[src/rtl/cte_pkg.sv]
// ============================================================================
// cte_pkg
// Shared types, constants and helper functions for the calendar to epoch
// seconds converter pipeline.
// ============================================================================
package cte_pkg;

  // Calendar constants.
  localparam int unsigned YEAR_EPOCH     = 1970;
  localparam int unsigned YEAR_CENTURY   = 1900;
  localparam int unsigned YEAR_TWO_DIGIT = 70;
  localparam int unsigned ZONE_LIMIT     = 1200;
  localparam int unsigned DAYS_PER_YEAR  = 365;
  localparam int unsigned HOURS_PER_DAY  = 24;
  localparam int unsigned SECS_PER_MIN   = 60;
  localparam int unsigned HOUR_LIMIT     = 24;
  localparam int unsigned MINSEC_LIMIT   = 60;
  localparam int unsigned DAY_LIMIT      = 31;
  localparam int unsigned MONTH_LAST     = 11;
  localparam int unsigned MONTH_FEB      = 1;
  // Leap days before 1970 counted by (year - 1) / 4.
  localparam int unsigned LEAP_BASE      = (YEAR_EPOCH - 1) / 4;
  // Largest year the repair stage can produce is 4096; centuries up to 4000.
  localparam int unsigned CENTURY_COUNT  = 41;

  // Reset value of the current year register.
  localparam logic [11:0] CUR_YEAR_RESET = 12'd2024;

  // Cycles from an accepted item to its result strobe.
  localparam int unsigned LATENCY = 6;

  // Month codes.
  typedef enum logic [3:0] {
    MON_JAN = 4'd0,  MON_FEB = 4'd1,  MON_MAR = 4'd2,  MON_APR = 4'd3,
    MON_MAY = 4'd4,  MON_JUN = 4'd5,  MON_JUL = 4'd6,  MON_AUG = 4'd7,
    MON_SEP = 4'd8,  MON_OCT = 4'd9,  MON_NOV = 4'd10, MON_DEC = 4'd11
  } cte_month_t;

  // Repaired fields leaving the first stage.
  typedef struct packed {
    logic [12:0]        yr;
    logic [3:0]         mon;
    logic [4:0]         day;
    logic [4:0]         hr;
    logic [5:0]         mi;
    logic [5:0]         se;
    logic signed [4:0]  zone_hr;
    logic signed [7:0]  zone_mi;
  } cte_fields_t;

  // Hour count and remaining terms leaving the day stages.
  typedef struct packed {
    logic signed [25:0] hour_count;
    logic signed [8:0]  min_adj;
    logic [5:0]         sec;
  } cte_hours_t;

  // Gregorian leap test for years up to 4096.
  function automatic logic cte_is_leap(input logic [12:0] yr);
    logic c100;
    logic c400;
    c100 = 1'b0;
    c400 = 1'b0;
    for (int k = 0; k < CENTURY_COUNT; k++) begin
      if (yr == 13'(k * 100)) begin
        c100 = 1'b1;
        if ((k & 3) == 0) begin
          c400 = 1'b1;
        end
      end
    end
    return (yr[1:0] == 2'b00) && (!c100 || c400);
  endfunction

  // Days in the common year before the first of the month.
  function automatic logic [8:0] cte_days_before_month(input logic [3:0] mon);
    logic [8:0] d;
    unique case (mon)
      MON_JAN: d = 9'd0;
      MON_FEB: d = 9'd31;
      MON_MAR: d = 9'd59;
      MON_APR: d = 9'd90;
      MON_MAY: d = 9'd120;
      MON_JUN: d = 9'd151;
      MON_JUL: d = 9'd181;
      MON_AUG: d = 9'd212;
      MON_SEP: d = 9'd243;
      MON_OCT: d = 9'd273;
      MON_NOV: d = 9'd304;
      MON_DEC: d = 9'd334;
      default: d = 9'd0;
    endcase
    return d;
  endfunction

endpackage

[src/rtl/cte_repair.sv]
// ============================================================================
// cte_repair
// First pipeline stage: replaces unusable fields by their defaults and
// splits the negated zone offset into hours and minutes.
// ============================================================================
module cte_repair (
  input  logic               clk,
  input  logic               rst_n,
  input  logic               in_valid,
  input  logic [11:0]        cur_year,
  input  logic [13:0]        in_year,
  input  logic [3:0]         in_month_index,
  input  logic [6:0]         in_day_of_month,
  input  logic [6:0]         in_hours,
  input  logic [6:0]         in_minutes,
  input  logic [6:0]         in_seconds,
  input  logic signed [14:0] in_zone_hhmm,
  output logic               out_valid,
  output cte_pkg::cte_fields_t out_fields
);

  logic                 valid_r;
  cte_pkg::cte_fields_t fields_r;
  cte_pkg::cte_fields_t fields_nxt;

  logic [12:0] cy_p1;
  logic [13:0] yr_sum;
  logic [15:0] zone_neg;
  logic [15:0] zone_mag;
  logic [10:0] mag;
  logic [23:0] quot_prod;
  logic [3:0]  quot;
  logic [6:0]  rem;
  logic        zone_west;

  // Field repair and zone split.
  always_comb begin
    fields_nxt = '0;
    cy_p1      = {1'b0, cur_year} + 13'd1;
    yr_sum     = in_year + 14'(cte_pkg::YEAR_CENTURY);

    // Year: values from 70 to 1969 get 1900 added, out of range takes the
    // current year.
    if ((in_year < 14'(cte_pkg::YEAR_EPOCH)) && (in_year >= 14'(cte_pkg::YEAR_TWO_DIGIT))) begin
      fields_nxt.yr = yr_sum[12:0];
    end else if ((in_year < 14'(cte_pkg::YEAR_TWO_DIGIT)) || (in_year > {1'b0, cy_p1})) begin
      fields_nxt.yr = {1'b0, cur_year};
    end else begin
      fields_nxt.yr = in_year[12:0];
    end

    fields_nxt.mon = (in_month_index > 4'(cte_pkg::MONTH_LAST)) ? 4'(cte_pkg::MON_JAN)
                                                                : in_month_index;
    fields_nxt.day = ((in_day_of_month < 7'd1) || (in_day_of_month > 7'(cte_pkg::DAY_LIMIT)))
                     ? 5'd1 : in_day_of_month[4:0];
    fields_nxt.hr  = (in_hours > 7'(cte_pkg::HOUR_LIMIT)) ? 5'd0 : in_hours[4:0];
    fields_nxt.mi  = (in_minutes > 7'(cte_pkg::MINSEC_LIMIT)) ? 6'd0 : in_minutes[5:0];
    fields_nxt.se  = (in_seconds > 7'(cte_pkg::MINSEC_LIMIT)) ? 6'd0 : in_seconds[5:0];

    // Zone: negate, drop if too large, then split by 100 with truncation.
    // The quotient uses a reciprocal multiply that is exact below 1201.
    zone_neg  = 16'd0 - {in_zone_hhmm[14], in_zone_hhmm};
    zone_west = zone_neg[15];
    zone_mag  = zone_west ? (16'd0 - zone_neg) : zone_neg;
    mag       = (zone_mag > 16'(cte_pkg::ZONE_LIMIT)) ? 11'd0 : zone_mag[10:0];
    quot_prod = 24'(mag) * 24'd5243;
    quot      = quot_prod[22:19];
    rem       = 7'(mag - (11'(quot) * 11'd100));

    fields_nxt.zone_hr = zone_west ? $signed(5'd0 - {1'b0, quot}) : $signed({1'b0, quot});
    fields_nxt.zone_mi = zone_west ? $signed(8'd0 - {1'b0, rem}) : $signed({1'b0, rem});
  end

  // Stage register.
  always_ff @(posedge clk) begin
    if (!rst_n) begin
      valid_r <= 1'b0;
    end else begin
      valid_r <= in_valid;
    end
    fields_r <= fields_nxt;
  end

  assign out_valid  = valid_r;
  assign out_fields = fields_r;

endmodule

[src/rtl/cte_days.sv]
// ============================================================================
// cte_days
// Second and third pipeline stages: counts days since 1970 in closed form
// and turns them into a signed hour count including the zone hours.
// ============================================================================
module cte_days (
  input  logic                 clk,
  input  logic                 rst_n,
  input  logic                 in_valid,
  input  cte_pkg::cte_fields_t in_fields,
  output logic                 out_valid,
  output cte_pkg::cte_hours_t  out_hours
);

  // Stage two registers.
  logic              valid2_r;
  logic [19:0]       dby_r;
  logic [19:0]       dby_nxt;
  logic [8:0]        dpart_r;
  logic [8:0]        dpart_nxt;
  logic signed [6:0] hsum_r;
  logic signed [6:0] hsum_nxt;
  logic signed [8:0] msum_r;
  logic signed [8:0] msum_nxt;
  logic [5:0]        sec2_r;

  // Stage three registers.
  logic                valid3_r;
  cte_pkg::cte_hours_t hours_r;
  cte_pkg::cte_hours_t hours_nxt;

  logic        leap;
  logic [8:0]  dbm;
  logic [11:0] yr_off;
  logic [12:0] yr_m1;
  logic [19:0] days;
  logic [25:0] hour_base;

  // Days before the year and before the day, plus the small hour and
  // minute sums.
  always_comb begin
    leap   = cte_pkg::cte_is_leap(in_fields.yr);
    dbm    = cte_pkg::cte_days_before_month(in_fields.mon);
    yr_off = 12'(in_fields.yr - 13'(cte_pkg::YEAR_EPOCH));
    yr_m1  = in_fields.yr - 13'd1;
    if (in_fields.yr > 13'(cte_pkg::YEAR_EPOCH)) begin
      dby_nxt = (20'(yr_off) * 20'(cte_pkg::DAYS_PER_YEAR)) + 20'(yr_m1[12:2])
                - 20'(cte_pkg::LEAP_BASE);
    end else begin
      dby_nxt = 20'd0;
    end
    dpart_nxt = 9'(in_fields.day - 5'd1) + dbm
                + 9'((leap && (in_fields.mon > 4'(cte_pkg::MONTH_FEB))) ? 1 : 0);
    hsum_nxt  = $signed({2'b00, in_fields.hr})
                + $signed({{2{in_fields.zone_hr[4]}}, in_fields.zone_hr});
    msum_nxt  = $signed({3'b000, in_fields.mi})
                + $signed({in_fields.zone_mi[7], in_fields.zone_mi});
  end

  // Total days and the hour count.
  always_comb begin
    days                 = dby_r + 20'(dpart_r);
    hour_base            = 26'(days) * 26'(cte_pkg::HOURS_PER_DAY);
    hours_nxt.hour_count = $signed(hour_base) + $signed({{19{hsum_r[6]}}, hsum_r});
    hours_nxt.min_adj    = msum_r;
    hours_nxt.sec        = sec2_r;
  end

  // Stage registers with their valid bits.
  always_ff @(posedge clk) begin
    if (!rst_n) begin
      valid2_r <= 1'b0;
      valid3_r <= 1'b0;
    end else begin
      valid2_r <= in_valid;
      valid3_r <= valid2_r;
    end
    dby_r   <= dby_nxt;
    dpart_r <= dpart_nxt;
    hsum_r  <= hsum_nxt;
    msum_r  <= msum_nxt;
    sec2_r  <= in_fields.se;
    hours_r <= hours_nxt;
  end

  assign out_valid = valid3_r;
  assign out_hours = hours_r;

endmodule

[src/rtl/cte_scale.sv]
// ============================================================================
// cte_scale
// Last three pipeline stages: hours to minutes, minutes to seconds, then
// clamping of the signed total into the unsigned 32-bit result.
// ============================================================================
module cte_scale (
  input  logic                clk,
  input  logic                rst_n,
  input  logic                in_valid,
  input  cte_pkg::cte_hours_t in_hours,
  output logic                out_valid,
  output logic [31:0]         out_seconds
);

  logic               valid4_r;
  logic signed [32:0] mins_r;
  logic signed [32:0] mins_nxt;
  logic [5:0]         sec4_r;

  logic               valid5_r;
  logic signed [37:0] total_r;
  logic signed [37:0] total_nxt;

  logic               valid6_r;
  logic [31:0]        result_r;
  logic [31:0]        result_nxt;

  // Minutes, seconds and the range clamp.
  always_comb begin
    mins_nxt  = ($signed({{7{in_hours.hour_count[25]}}, in_hours.hour_count})
                 * $signed(33'(cte_pkg::SECS_PER_MIN)))
                + $signed({{24{in_hours.min_adj[8]}}, in_hours.min_adj});
    total_nxt = ($signed({{5{mins_r[32]}}, mins_r}) * $signed(38'(cte_pkg::SECS_PER_MIN)))
                + $signed({32'd0, sec4_r});
    if (total_r[37]) begin
      result_nxt = 32'd0;
    end else if (|total_r[36:32]) begin
      result_nxt = '1;
    end else begin
      result_nxt = total_r[31:0];
    end
  end

  // Stage registers with their valid bits.
  always_ff @(posedge clk) begin
    if (!rst_n) begin
      valid4_r <= 1'b0;
      valid5_r <= 1'b0;
      valid6_r <= 1'b0;
    end else begin
      valid4_r <= in_valid;
      valid5_r <= valid4_r;
      valid6_r <= valid5_r;
    end
    mins_r   <= mins_nxt;
    sec4_r   <= in_hours.sec;
    total_r  <= total_nxt;
    result_r <= result_nxt;
  end

  assign out_valid   = valid6_r;
  assign out_seconds = result_r;

endmodule

[src/rtl/calendar_to_epoch_seconds.sv]
// ============================================================================
// calendar_to_epoch_seconds
// Converts a mail date given as numeric fields into seconds since 1970 UTC.
// ============================================================================
// The converter is a six-stage pipeline that takes one item in every clock
// cycle while busy is low. An item is accepted when start is high and busy
// is low; its result appears on out_epoch_seconds with out_valid high for
// one cycle, and results leave in the order items came in. The result is
// formed by the stage chain: field repair, day count, hour count, minutes,
// seconds and the range clamp, each ending in a register. busy is high only
// while reset is applied and in the first cycle after it. The receiver has no
// way to stall the pipeline and must take each result in its strobe cycle.
// current_year may be written through cfg_we and cfg_wdata while no item is
// in flight.
// ============================================================================
module calendar_to_epoch_seconds (
  input  logic               clk,
  input  logic               rst_n,
  input  logic               start,
  output logic               busy,
  input  logic [13:0]        in_year,
  input  logic [3:0]         in_month_index,
  input  logic [6:0]         in_day_of_month,
  input  logic [6:0]         in_hours,
  input  logic [6:0]         in_minutes,
  input  logic [6:0]         in_seconds,
  input  logic signed [14:0] in_zone_hhmm,
  output logic               out_valid,
  output logic [31:0]        out_epoch_seconds,
  input  logic               cfg_we,
  input  logic [11:0]        cfg_wdata
);

  logic                 busy_r;
  logic [11:0]          cur_year_r;
  logic                 accept;
  logic                 s1_valid;
  cte_pkg::cte_fields_t s1_fields;
  logic                 s3_valid;
  cte_pkg::cte_hours_t  s3_hours;

  assign accept = start && !busy_r;

  // Busy flag and the current year register.
  always_ff @(posedge clk) begin
    if (!rst_n) begin
      busy_r     <= 1'b1;
      cur_year_r <= cte_pkg::CUR_YEAR_RESET;
    end else begin
      busy_r <= 1'b0;
      if (cfg_we) begin
        cur_year_r <= cfg_wdata;
      end
    end
  end

  assign busy = busy_r;

  cte_repair u_repair (
    .clk             (clk),
    .rst_n           (rst_n),
    .in_valid        (accept),
    .cur_year        (cur_year_r),
    .in_year         (in_year),
    .in_month_index  (in_month_index),
    .in_day_of_month (in_day_of_month),
    .in_hours        (in_hours),
    .in_minutes      (in_minutes),
    .in_seconds      (in_seconds),
    .in_zone_hhmm    (in_zone_hhmm),
    .out_valid       (s1_valid),
    .out_fields      (s1_fields)
  );

  cte_days u_days (
    .clk       (clk),
    .rst_n     (rst_n),
    .in_valid  (s1_valid),
    .in_fields (s1_fields),
    .out_valid (s3_valid),
    .out_hours (s3_hours)
  );

  cte_scale u_scale (
    .clk         (clk),
    .rst_n       (rst_n),
    .in_valid    (s3_valid),
    .in_hours    (s3_hours),
    .out_valid   (out_valid),
    .out_seconds (out_epoch_seconds)
  );

endmodule

[config.mk]
export PLATFORM = sky130hd
export DESIGN_NAME = calendar_to_epoch_seconds
export DESIGN_NICKNAME = d
export VERILOG_FILES = /design/src/rtl/cte_pkg.sv /design/src/rtl/cte_repair.sv /design/src/rtl/cte_days.sv /design/src/rtl/cte_scale.sv /design/src/rtl/calendar_to_epoch_seconds.sv
export SDC_FILE = /design/constraint.sdc
export NUM_CORES = 1
export LEC_CHECK = 0
export BUFFER_PORTS_ARGS = -buffer_cell sky130_fd_sc_hd__buf_2
export CAP_MARGIN = 20
export CORE_MARGIN = 10
export CORE_UTILIZATION = 50
export CTS_CLUSTER_SIZE = 10
export DETAILED_ROUTE_END_ITERATION = 7
export HOLD_SLACK_MARGIN = 0.15
export PLACE_DENSITY = 0.65
export REMOVE_ABC_BUFFERS = 1
export SETUP_SLACK_MARGIN = 0.05
export SLEW_MARGIN = 20
export SYNTH_ARGS = -nofsm -noshare
export SYNTH_HDL_FRONTEND = slang
export SYNTH_SLANG_ARGS = --single-unit
[constraint.sdc]
create_clock -name clk -period 14.9 [get_ports clk]
set_input_delay 2.98 -clock clk [delete_from_list [all_inputs] [get_ports clk]]
set_output_delay 2.98 -clock clk [all_outputs]
set_load 0.01 [all_outputs]
==> results of run 1 <==
kinds of logic (layout without fill, tap and decap cells):
logic type / after synthesis / count (layout) / share of synthesized area
flip-flops: 280 / 280 / 0.207
AND/OR/NAND/NOR: 744 / 744 / 0.136
multiplexers: 24 / 24 / 0.00902
buffers and inverters: 567 / 682 / 0.0811
adder cells (fa/ha/maj): 610 / 610 / 0.340
XOR/XNOR: 290 / 290 / 0.0948
AO/OA/AOI/OAI: 538 / 538 / 0.132
synthesized netlist by cell type, types with 7 or more instances:
cell type / number / area, sq um
nor4_1: 9 / 56.3
or3_1: 18 / 113
xor2_1: 101 / 885
inv_1: 513 / 1930
a211oi_1: 19 / 143
xnor2_1: 187 / 1640
o22ai_1: 7 / 43.8
and2_1: 41 / 257
o31ai_1: 14 / 105
a21o_1: 74 / 556
or2_2: 8 / 50.1
mux2i_1: 21 / 210
nand2_1: 179 / 672
o21bai_1: 25 / 188
clkbuf_1: 41 / 154
o211ai_1: 19 / 143
a21oi_1: 159 / 796
o21a_1: 31 / 233
a31oi_1: 21 / 131
ha_1: 401 / 5020
nor3_1: 55 / 275
o2111ai_1: 8 / 70.1
o21ai_1: 7 / 35.0
nand4_1: 30 / 188
dfxtp_1: 280 / 5610
nand2b_1: 26 / 163
nor2b_1: 24 / 150
nor2_1: 225 / 845
o21ai_0: 74 / 370
nand3_1: 51 / 255
nor3b_1: 9 / 67.6
and3_1: 23 / 144
fa_1: 209 / 4180
metrics by stage:
step / utilization / cells / hold WS (ps) / setup slack (ps) / area (sq um)
global placement: 0.526 / 3808 / 310 / 2390 / 28200
global route: 0.548 / 3864 / 325 / 1990 / 29400
floorplan: - / 3000 / 310 / 3660 / 26800
detailed placement: 0.526 / 3808 / 312 / 2190 / 28200
finish: 0.548 / 3864 / 322 / 2690 / 29400
CTS: 0.547 / 3864 / 324 / 2750 / 29400
critical path, delay by kind of cell:
kind | cells | cell delay [ps]
adder cells (fa/ha/maj) | 9 | 3840
AND/OR/NAND/NOR | 8 | 2670
AO/OA/AOI/OAI | 9 | 1700
XOR/XNOR | 5 | 1040
buffers and inverters | 6 | 440
sequential cells by signal (all words and copies together) (netlist names), 6 cells and up:
register	flops
u_days.hsum_r	7
u_repair.out_fields	51
u_scale.mins_r	33
u_days.out_hours	41
u_scale.total_r	38
u_scale.sec4_r	6
u_days.sec2_r	6
u_days.dbm	9
u_days.msum_r	9
u_days.dby_r	20
u_days.dpart_r	9
cur_year_r	12
u_scale.out_seconds	32
final cells by class:
| class | instances | area, sq um |
|---|---|---|
| fill | 4792 | 24300 |
| multi-input combinational | 2206 | 19300 |
| sequential | 280 | 5610 |
| inverter | 514 | 1930 |
| clock buffer | 46 | 1010 |
| tap | 696 | 871 |
| timing repair buffer | 112 | 566 |
| clock inverter | 10 | 155 |
how the worst max path moves through the flow:
stage / slack, ps / cells past startpoint / start / to
2_1_floorplan: 3660 / 35 / in_zone_hhmm[5] / u_repair.out_fields[6]$_DFF_P_
3_3_place_gp: 2390 / 36 / in_zone_hhmm[3] / u_repair.out_fields[6]$_DFF_P_
3_5_place_dp: 2190 / 37 / in_zone_hhmm[0] / u_repair.out_fields[6]$_DFF_P_
4_1_cts: 2750 / 37 / in_zone_hhmm[0] / u_repair.out_fields[6]$_DFF_P_
5_1_grt: 1990 / 41 / in_zone_hhmm[3] / u_repair.out_fields[7]$_SDFF_PP0_
6_report: 2690 / 37 / in_zone_hhmm[0] / u_repair.out_fields[6]$_DFF_P_
metal layers:
| layer | share of wire | up-vias | track usage |
|---|---|---|---|
| met5 | 0 | - | 0 |
| met4 | 0.024 | 0 | 0.0500 |
| met3 | 0.036 | 94 | 0.0264 |
| met2 | 0.49 | 281 | 0.318 |
| met1 | 0.45 | 9588 | 0.211 |
| li1 | - | 10365 | - |
==> results.json, run 1 <==
{
  "ios": 111,
  "clk_latency_ps": 560,
  "hold_end": "u_days.out_hours[17]$_DFF_P_",
  "min_from": "u_days.hsum_r[2]$_DFF_P_",
  "io_buffers": 110,
  "cp_data_arrival_time_ps": 12670,
  "core-area_sq_um": 53700,
  "post-route-period-util": 0.819,
  "drt-wirelength-per-cell_um": 14.2,
  "drc": 0,
  "synthArstFlopShare": 0,
  "r2r_slack_ps": 7940,
  "ant_nets": 0,
  "outcome": "finished clean",
  "synth_edf_count": 0,
  "syn_area_sq_um": 27100,
  "clock_sinks": 280,
  "crit_slowest_cell": "nor2_1",
  "layout_common_cells": "513 x inv_1, 401 x ha_1, 279 x dfxtp_1, 225 x nor2_1, 209 x fa_1",
  "first_pass_iters": 5,
  "initial_utilization": 0.504,
  "grt-ovfl-total": 0,
  "area_growth_pct": 8.68,
  "cts_setup_buffers": 0,
  "cp-end-kind": "flop",
  "yosysWarningCount": 0,
  "clkSlewWorstSetupHoldPaths_ps": 50,
  "fin_setup_tns_ps": 0,
  "max_stage_delay_ps": 610,
  "fmaxAchievable_mhz": 81.9,
  "post_cts_resized": 0,
  "hp-class": "flop to flop",
  "die_h_um": 253,
  "cp_max_fo": 17,
  "setup_viol_count_final": 0,
  "drv_slew": 0,
  "cp-start-kind": "primary input",
  "dpl.hpwl_mm": 45.9,
  "ys_ff_latch": 280,
  "num_rows": 85,
  "synthCells": 3053,
  "synth-seq-area-share": 0.207,
  "fin_skew_ps": 36.9,
  "crit_type": "primary input to flop",
  "layout_commonest_cell": "inv_1",
  "vias": 20328,
  "min_path_cells": 0,
  "ys.flop_type": "dfxtp_1",
  "grt_pass1_wl_mm": 96.0,
  "grt_pass1_vias": 21111,
  "drtIter0Drc": 802,
  "htreeDepth": 2,
  "maxSlewHeadroom": 0.325,
  "avgSynthCellArea_sq_um": 8.86,
  "clk_path_buf_depth": 3,
  "place.gp.congestion": 0.868,
  "antenna_found_initial": 0,
  "tightest_slew_ps": 1010,
  "viasPerCell": 5.26,
  "grt_max_degree": 33,
  "maxCapViolCount": 0,
  "die_area_sq_um": 63800,
  "cts_hold_buf": 0,
  "antennaDiodeCount": 0,
  "die_w_um": 253,
  "rr_worst_depth": 28,
  "finalCriticalPeriod_ps": 12210,
  "finalHoldViolCount": 0,
  "cts-root-buf": "clkbuf_16",
  "r2r_start": "u_days.out_hours[15]$_DFF_P_",
  "cts_tree": "built",
  "r2r-end": "u_scale.mins_r[32]$_DFF_P_",
  "rsz0062_at_grt": "false",
  "worst_ep_required_time_ps": 15360,
  "drt-total-wl_mm": 54.8,
  "synthDistinctLibCells": 101,
  "cts_made_buffers": 37,
  "track_usage": 0.176,
  "final_layout_size_suffix_gt1_frac": 0.0679,
  "fin_nets": 3838
}
Power of run 1 is left out: the tool's default activity adds up to more than one toggle a clock period on the data nets, which glitch-free logic cannot reach.
==> run 2: changes to the inputs <==
==> constraint.sdc (replaced) <==
create_clock -name clk -period 11.7 [get_ports clk]
set_input_delay 2.34 -clock clk [delete_from_list [all_inputs] [get_ports clk]]
set_output_delay 2.34 -clock clk [all_outputs]
set_load 0.01 [all_outputs]
==> results.json, run 2 (synthesized netlist as in run 1, its figures left out) <==
{
  "layout_common_cells": "513 x inv_1, 401 x ha_1, 279 x dfxtp_1, 224 x nor2_1, 209 x fa_1",
  "dpl.hpwl_mm": 46.1,
  "r2r_start": "u_days.out_hours[15]$_DFF_P_",
  "finalCriticalPeriod_ps": 11050,
  "die_w_um": 253,
  "placed_area_sq_um": 28400,
  "cp_max_fo": 13,
  "cts-root-buf": "clkbuf_16",
  "fin_setup_tns_ps": 0,
  "grt_max_degree": 33,
  "worst_ep_required_time_ps": 12180,
  "fin_nets": 3857,
  "drtIter0Drc": 733,
  "tightest_slew_ps": 1020,
  "drv_slew": 0,
  "design_area_sq_um": 29600,
  "area_growth_pct": 9.21,
  "dp_slack_ps": 112,
  "antenna_found_initial": 0,
  "maxCapViolCount": 0,
  "viasPerCell": 5.25,
  "first_pass_iters": 7,
  "cts_setup_buffers": 0,
  "r2r_slack_ps": 4640,
  "rsz0062_at_grt": "false",
  "initial_utilization": 0.504,
  "largest_register_ffs": 51,
  "drt-wirelength-per-cell_um": 14.2,
  "ant_nets": 0,
  "min_from": "u_days.sec2_r[5]$_DFF_P_",
  "grt-ovfl-total": 0,
  "clk_path_buf_depth": 3,
  "num_rows": 85,
  "finalHoldViolCount": 0,
  "fmaxAchievable_mhz": 90.5,
  "hp-class": "flop to flop",
  "seqCellArea_sq_um": 5610,
  "multi_input_area_sq_um": 19300,
  "clock_sinks": 280,
  "vias": 20363,
  "min_path_cells": 0,
  "place_inst": 3826,
  "crit_type": "primary input to flop",
  "die_h_um": 253,
  "drt-total-wl_mm": 55.0,
  "final_layout_size_suffix_gt1_frac": 0.0728,
  "antennaDiodeCount": 0,
  "cp-end-kind": "flop",
  "io_buffers": 110,
  "layout_commonest_cell": "inv_1",
  "hold_end": "u_days.out_hours[5]$_DFF_P_",
  "setup_viol_count_final": 0,
  "clk_latency_ps": 560,
  "track_usage": 0.176,
  "crit_slowest_cell": "or4_1",
  "post-route-period-util": 0.945,
  "cp_data_arrival_time_ps": 11530,
  "cts_tree": "built",
  "finalWorstSetupSlack_ps": 649,
  "fillCellCount": 4813,
  "maxSlewHeadroom": 0.321,
  "outcome": "finished clean",
  "cts_made_buffers": 37,
  "place.gp.congestion": 0.875,
  "drc": 0,
  "grt_pass1_wl_mm": 95.6,
  "rr_worst_depth": 28,
  "fin_skew_ps": 37.1,
  "htreeDepth": 2,
  "instances_no_fill": 3882,
  "max_stage_delay_ps": 570,
  "cp-start-kind": "primary input",
  "r2r-end": "u_scale.mins_r[32]$_DFF_P_",
  "ios": 111,
  "core-area_sq_um": 53700,
  "clkSlewWorstSetupHoldPaths_ps": 60,
  "die_area_sq_um": 63800,
  "grt_pass1_vias": 21033
}
==> run 2: how the worst max path moves through the flow <==
stage,from,end,cells past startpoint
final,in_zone_hhmm[3],u_repair.out_fields[7]$_SDFF_PP0_,36
after global routing,in_zone_hhmm[3],u_repair.out_fields[7]$_SDFF_PP0_,35
after CTS,in_zone_hhmm[3],u_repair.out_fields[7]$_SDFF_PP0_,35
after detailed placement,in_zone_hhmm[3],u_repair.out_fields[7]$_SDFF_PP0_,35
after global placement,in_zone_hhmm[3],u_repair.out_fields[7]$_SDFF_PP0_,40
after floorplan,in_zone_hhmm[5],u_repair.out_fields[6]$_DFF_P_,35
==> run 2: cell type report <==
| cell class | instances | share of cell area |
|---|---|---|
| Tap cell | 696 | 0.0295 |
| Sequential cell | 280 | 0.190 |
| Clock buffer | 44 | 0.0329 |
| Multi-Input combinational cell | 2206 | 0.652 |
| Inverter | 514 | 0.0653 |
| Clock inverter | 11 | 0.00631 |
| Timing Repair Buffer | 131 | 0.0242 |
==> run 2: repair_timing <==
action,4_1_cts,5_1_grt
setup endpoints to repair,0,2
resized for setup,0,1
hold buffers,0,0
hold endpoints to repair,0,0
==> run 2: metal layers <==
metal | routed length (um) | global-route usage
met1 | 24500 | 0.212
met4 | 1260 | 0.0521
met3 | 2090 | 0.0274
met2 | 27200 | 0.316
met5 | 0 | 0
==> run 2: metrics by stage <==
stage               hold WS [ps]   util
floorplan                    310      -
global placement             310  0.528
detailed placement           312  0.528
CTS                          318  0.550
global route                 327  0.550
finish                       318  0.550
==> run 2: worst max-delay path, delay by kind of cell <==
family          cells  cell delay [ps]
compound gates     10             1960
simple gates        8             2260
buf+inv             7              740
xor+xnor            3              730
fa+ha+maj           8             3460
Power of run 2 is left out for the same reason.
==> run 3: changes to the inputs <==
--- a/config.mk
+++ b/config.mk
@@ -5,14 +5,13 @@
 export SDC_FILE = /design/constraint.sdc
 export NUM_CORES = 1
 export LEC_CHECK = 0
-export BUFFER_PORTS_ARGS = -buffer_cell sky130_fd_sc_hd__buf_2
 export CAP_MARGIN = 20
-export CORE_MARGIN = 10
 export CORE_UTILIZATION = 50
 export CTS_CLUSTER_SIZE = 10
 export DETAILED_ROUTE_END_ITERATION = 7
+export DONT_BUFFER_PORTS = 1
 export HOLD_SLACK_MARGIN = 0.15
-export PLACE_DENSITY = 0.65
+export PLACE_DENSITY = 0.63
 export REMOVE_ABC_BUFFERS = 1
 export SETUP_SLACK_MARGIN = 0.05
 export SLEW_MARGIN = 20
==> results.json, run 3 (synthesized netlist as in run 1, its figures left out) <==
{
  "fin_setup_tns_ps": 0,
  "dpl.hpwl_mm": 44.8,
  "multi_input_area_sq_um": 19300,
  "instances_no_fill": 3752,
  "worst_ep_required_time_ps": 12170,
  "cp_common_cell": "inv_1",
  "tightest_slew_ps": 1020,
  "post-route-period-util": 0.931,
  "drt-wirelength-per-cell_um": 14.3,
  "rsz0062_at_grt": "false",
  "place.gp.congestion": 0.878,
  "cts-root-buf": "clkbuf_16",
  "first_pass_iters": 5,
  "initial_utilization": 0.511,
  "hp-class": "flop to flop",
  "vias": 19842,
  "setup_viol_count_final": 0,
  "drv_slew": 0,
  "cts_made_buffers": 36,
  "grt_pass1_vias": 20539,
  "crit_slowest_cell": "fa_1",
  "maxSlewHeadroom": 0.318,
  "io_buffers": 0,
  "ios": 111,
  "cp_data_arrival_time_ps": 11370,
  "fin_skew_ps": 16.0,
  "fin_nets": 3736,
  "cp_max_fo": 12,
  "outcome": "finished clean",
  "layout_common_cells": "513 x inv_1, 400 x ha_1, 279 x dfxtp_1, 224 x nor2_1, 209 x fa_1",
  "cp-start-kind": "primary input",
  "cp-end-kind": "flop",
  "maxCapViolCount": 0,
  "die_h_um": 235,
  "largest_register_ffs": 51,
  "htreeDepth": 2,
  "place_inst": 3699,
  "drtIter0Drc": 727,
  "final_util": 0.544,
  "clock_sinks": 280,
  "fillCellCount": 4855,
  "clkSlewWorstSetupHoldPaths_ps": 60,
  "track_usage": 0.198,
  "final_layout_size_suffix_gt1_frac": 0.0362,
  "drc": 0,
  "area_growth_pct": 6.52,
  "clk_latency_ps": 550,
  "finalHoldViolCount": 0,
  "grt_pass1_wl_mm": 92.9,
  "antenna_found_initial": 0,
  "grt_max_degree": 33,
  "finalCriticalPeriod_ps": 10890,
  "grt-ovfl-total": 0,
  "crit_type": "primary input to flop",
  "die_w_um": 235,
  "ant_nets": 0,
  "die_area_sq_um": 55100,
  "num_rows": 84,
  "clk_path_buf_depth": 3,
  "viasPerCell": 5.29,
  "layout_commonest_cell": "inv_1",
  "drt-total-wl_mm": 53.7,
  "cts_tree": "built",
  "fmaxAchievable_mhz": 91.8,
  "core-area_sq_um": 53000,
  "seqCellArea_sq_um": 5610,
  "max_stage_delay_ps": 610,
  "cts_hold_buf": 0
}
## run 3: changes by cell type in the layout (fill, tap and decap cells not counted), sizes merged
| cell | change |
|---|---|
| bufinv | -1 |
| diode | +1 |
| inv | +2 |
| buf | -120 |
| clkinv | -4 |
## run 3: timing repair
item                       CTS  global route
resized for setup            0             2
buffers inserted             0             0
setup endpoints to repair    0             2
## run 3: critical path, delay by kind of cell
kind / cells / cell delay, ps
AND/OR/NAND/NOR: 7 / 1570
buffers and inverters: 7 / 500
adder cells (fa/ha/maj): 8 / 3170
AO/OA/AOI/OAI: 13 / 2760
XOR/XNOR: 5 / 1020
## run 3: through the flow
step	hold WS, ps	setup slack [ps]	cell area (sq um)
after detailed placement	312	87.4	27700
after floorplan	310	1100	26800
after CTS	317	660	28800
after global placement	311	223	27700
final	318	807	28800
after global routing	320	93.2	28800
## run 3: path summary, 6_finish.rpt
path         slack, ps                         start  cells after the start                              to
min                320      u_days.msum_r[1]$_DFF_P_                      0     u_days.out_hours[7]$_DFF_P_
max reg2reg       4630  u_days.out_hours[15]$_DFF_P_                     28      u_scale.mins_r[32]$_DFF_P_
min reg2reg        320      u_days.msum_r[1]$_DFF_P_                      0     u_days.out_hours[7]$_DFF_P_
max                810               in_zone_hhmm[5]                     40  u_repair.out_fields[6]$_DFF_P_
## run 3: area by class of cell
| type | instances | area share |
|---|---|---|
| Clock inverter | 8 | 0.00339 |
| Tap cell | 688 | 0.0299 |
| Sequential cell | 280 | 0.195 |
| Timing Repair Buffer | 11 | 0.00287 |
| Multi-Input combinational cell | 2206 | 0.669 |
| Clock buffer | 44 | 0.0337 |
| Inverter | 514 | 0.0669 |
| Antenna cell | 1 | 0.0000868 |
## run 3: routing by layer
| layer | GRT usage | vias up | wire [um] |
|---|---|---|---|
| met5 | 0 | - | 0 |
| met4 | 0.0618 | 0 | 1230 |
| met3 | 0.0345 | 79 | 2160 |
| met2 | 0.362 | 285 | 26300 |
| met1 | 0.236 | 9326 | 24000 |
| li1 | - | 10152 | - |
Power of run 3 is left out for the same reason.
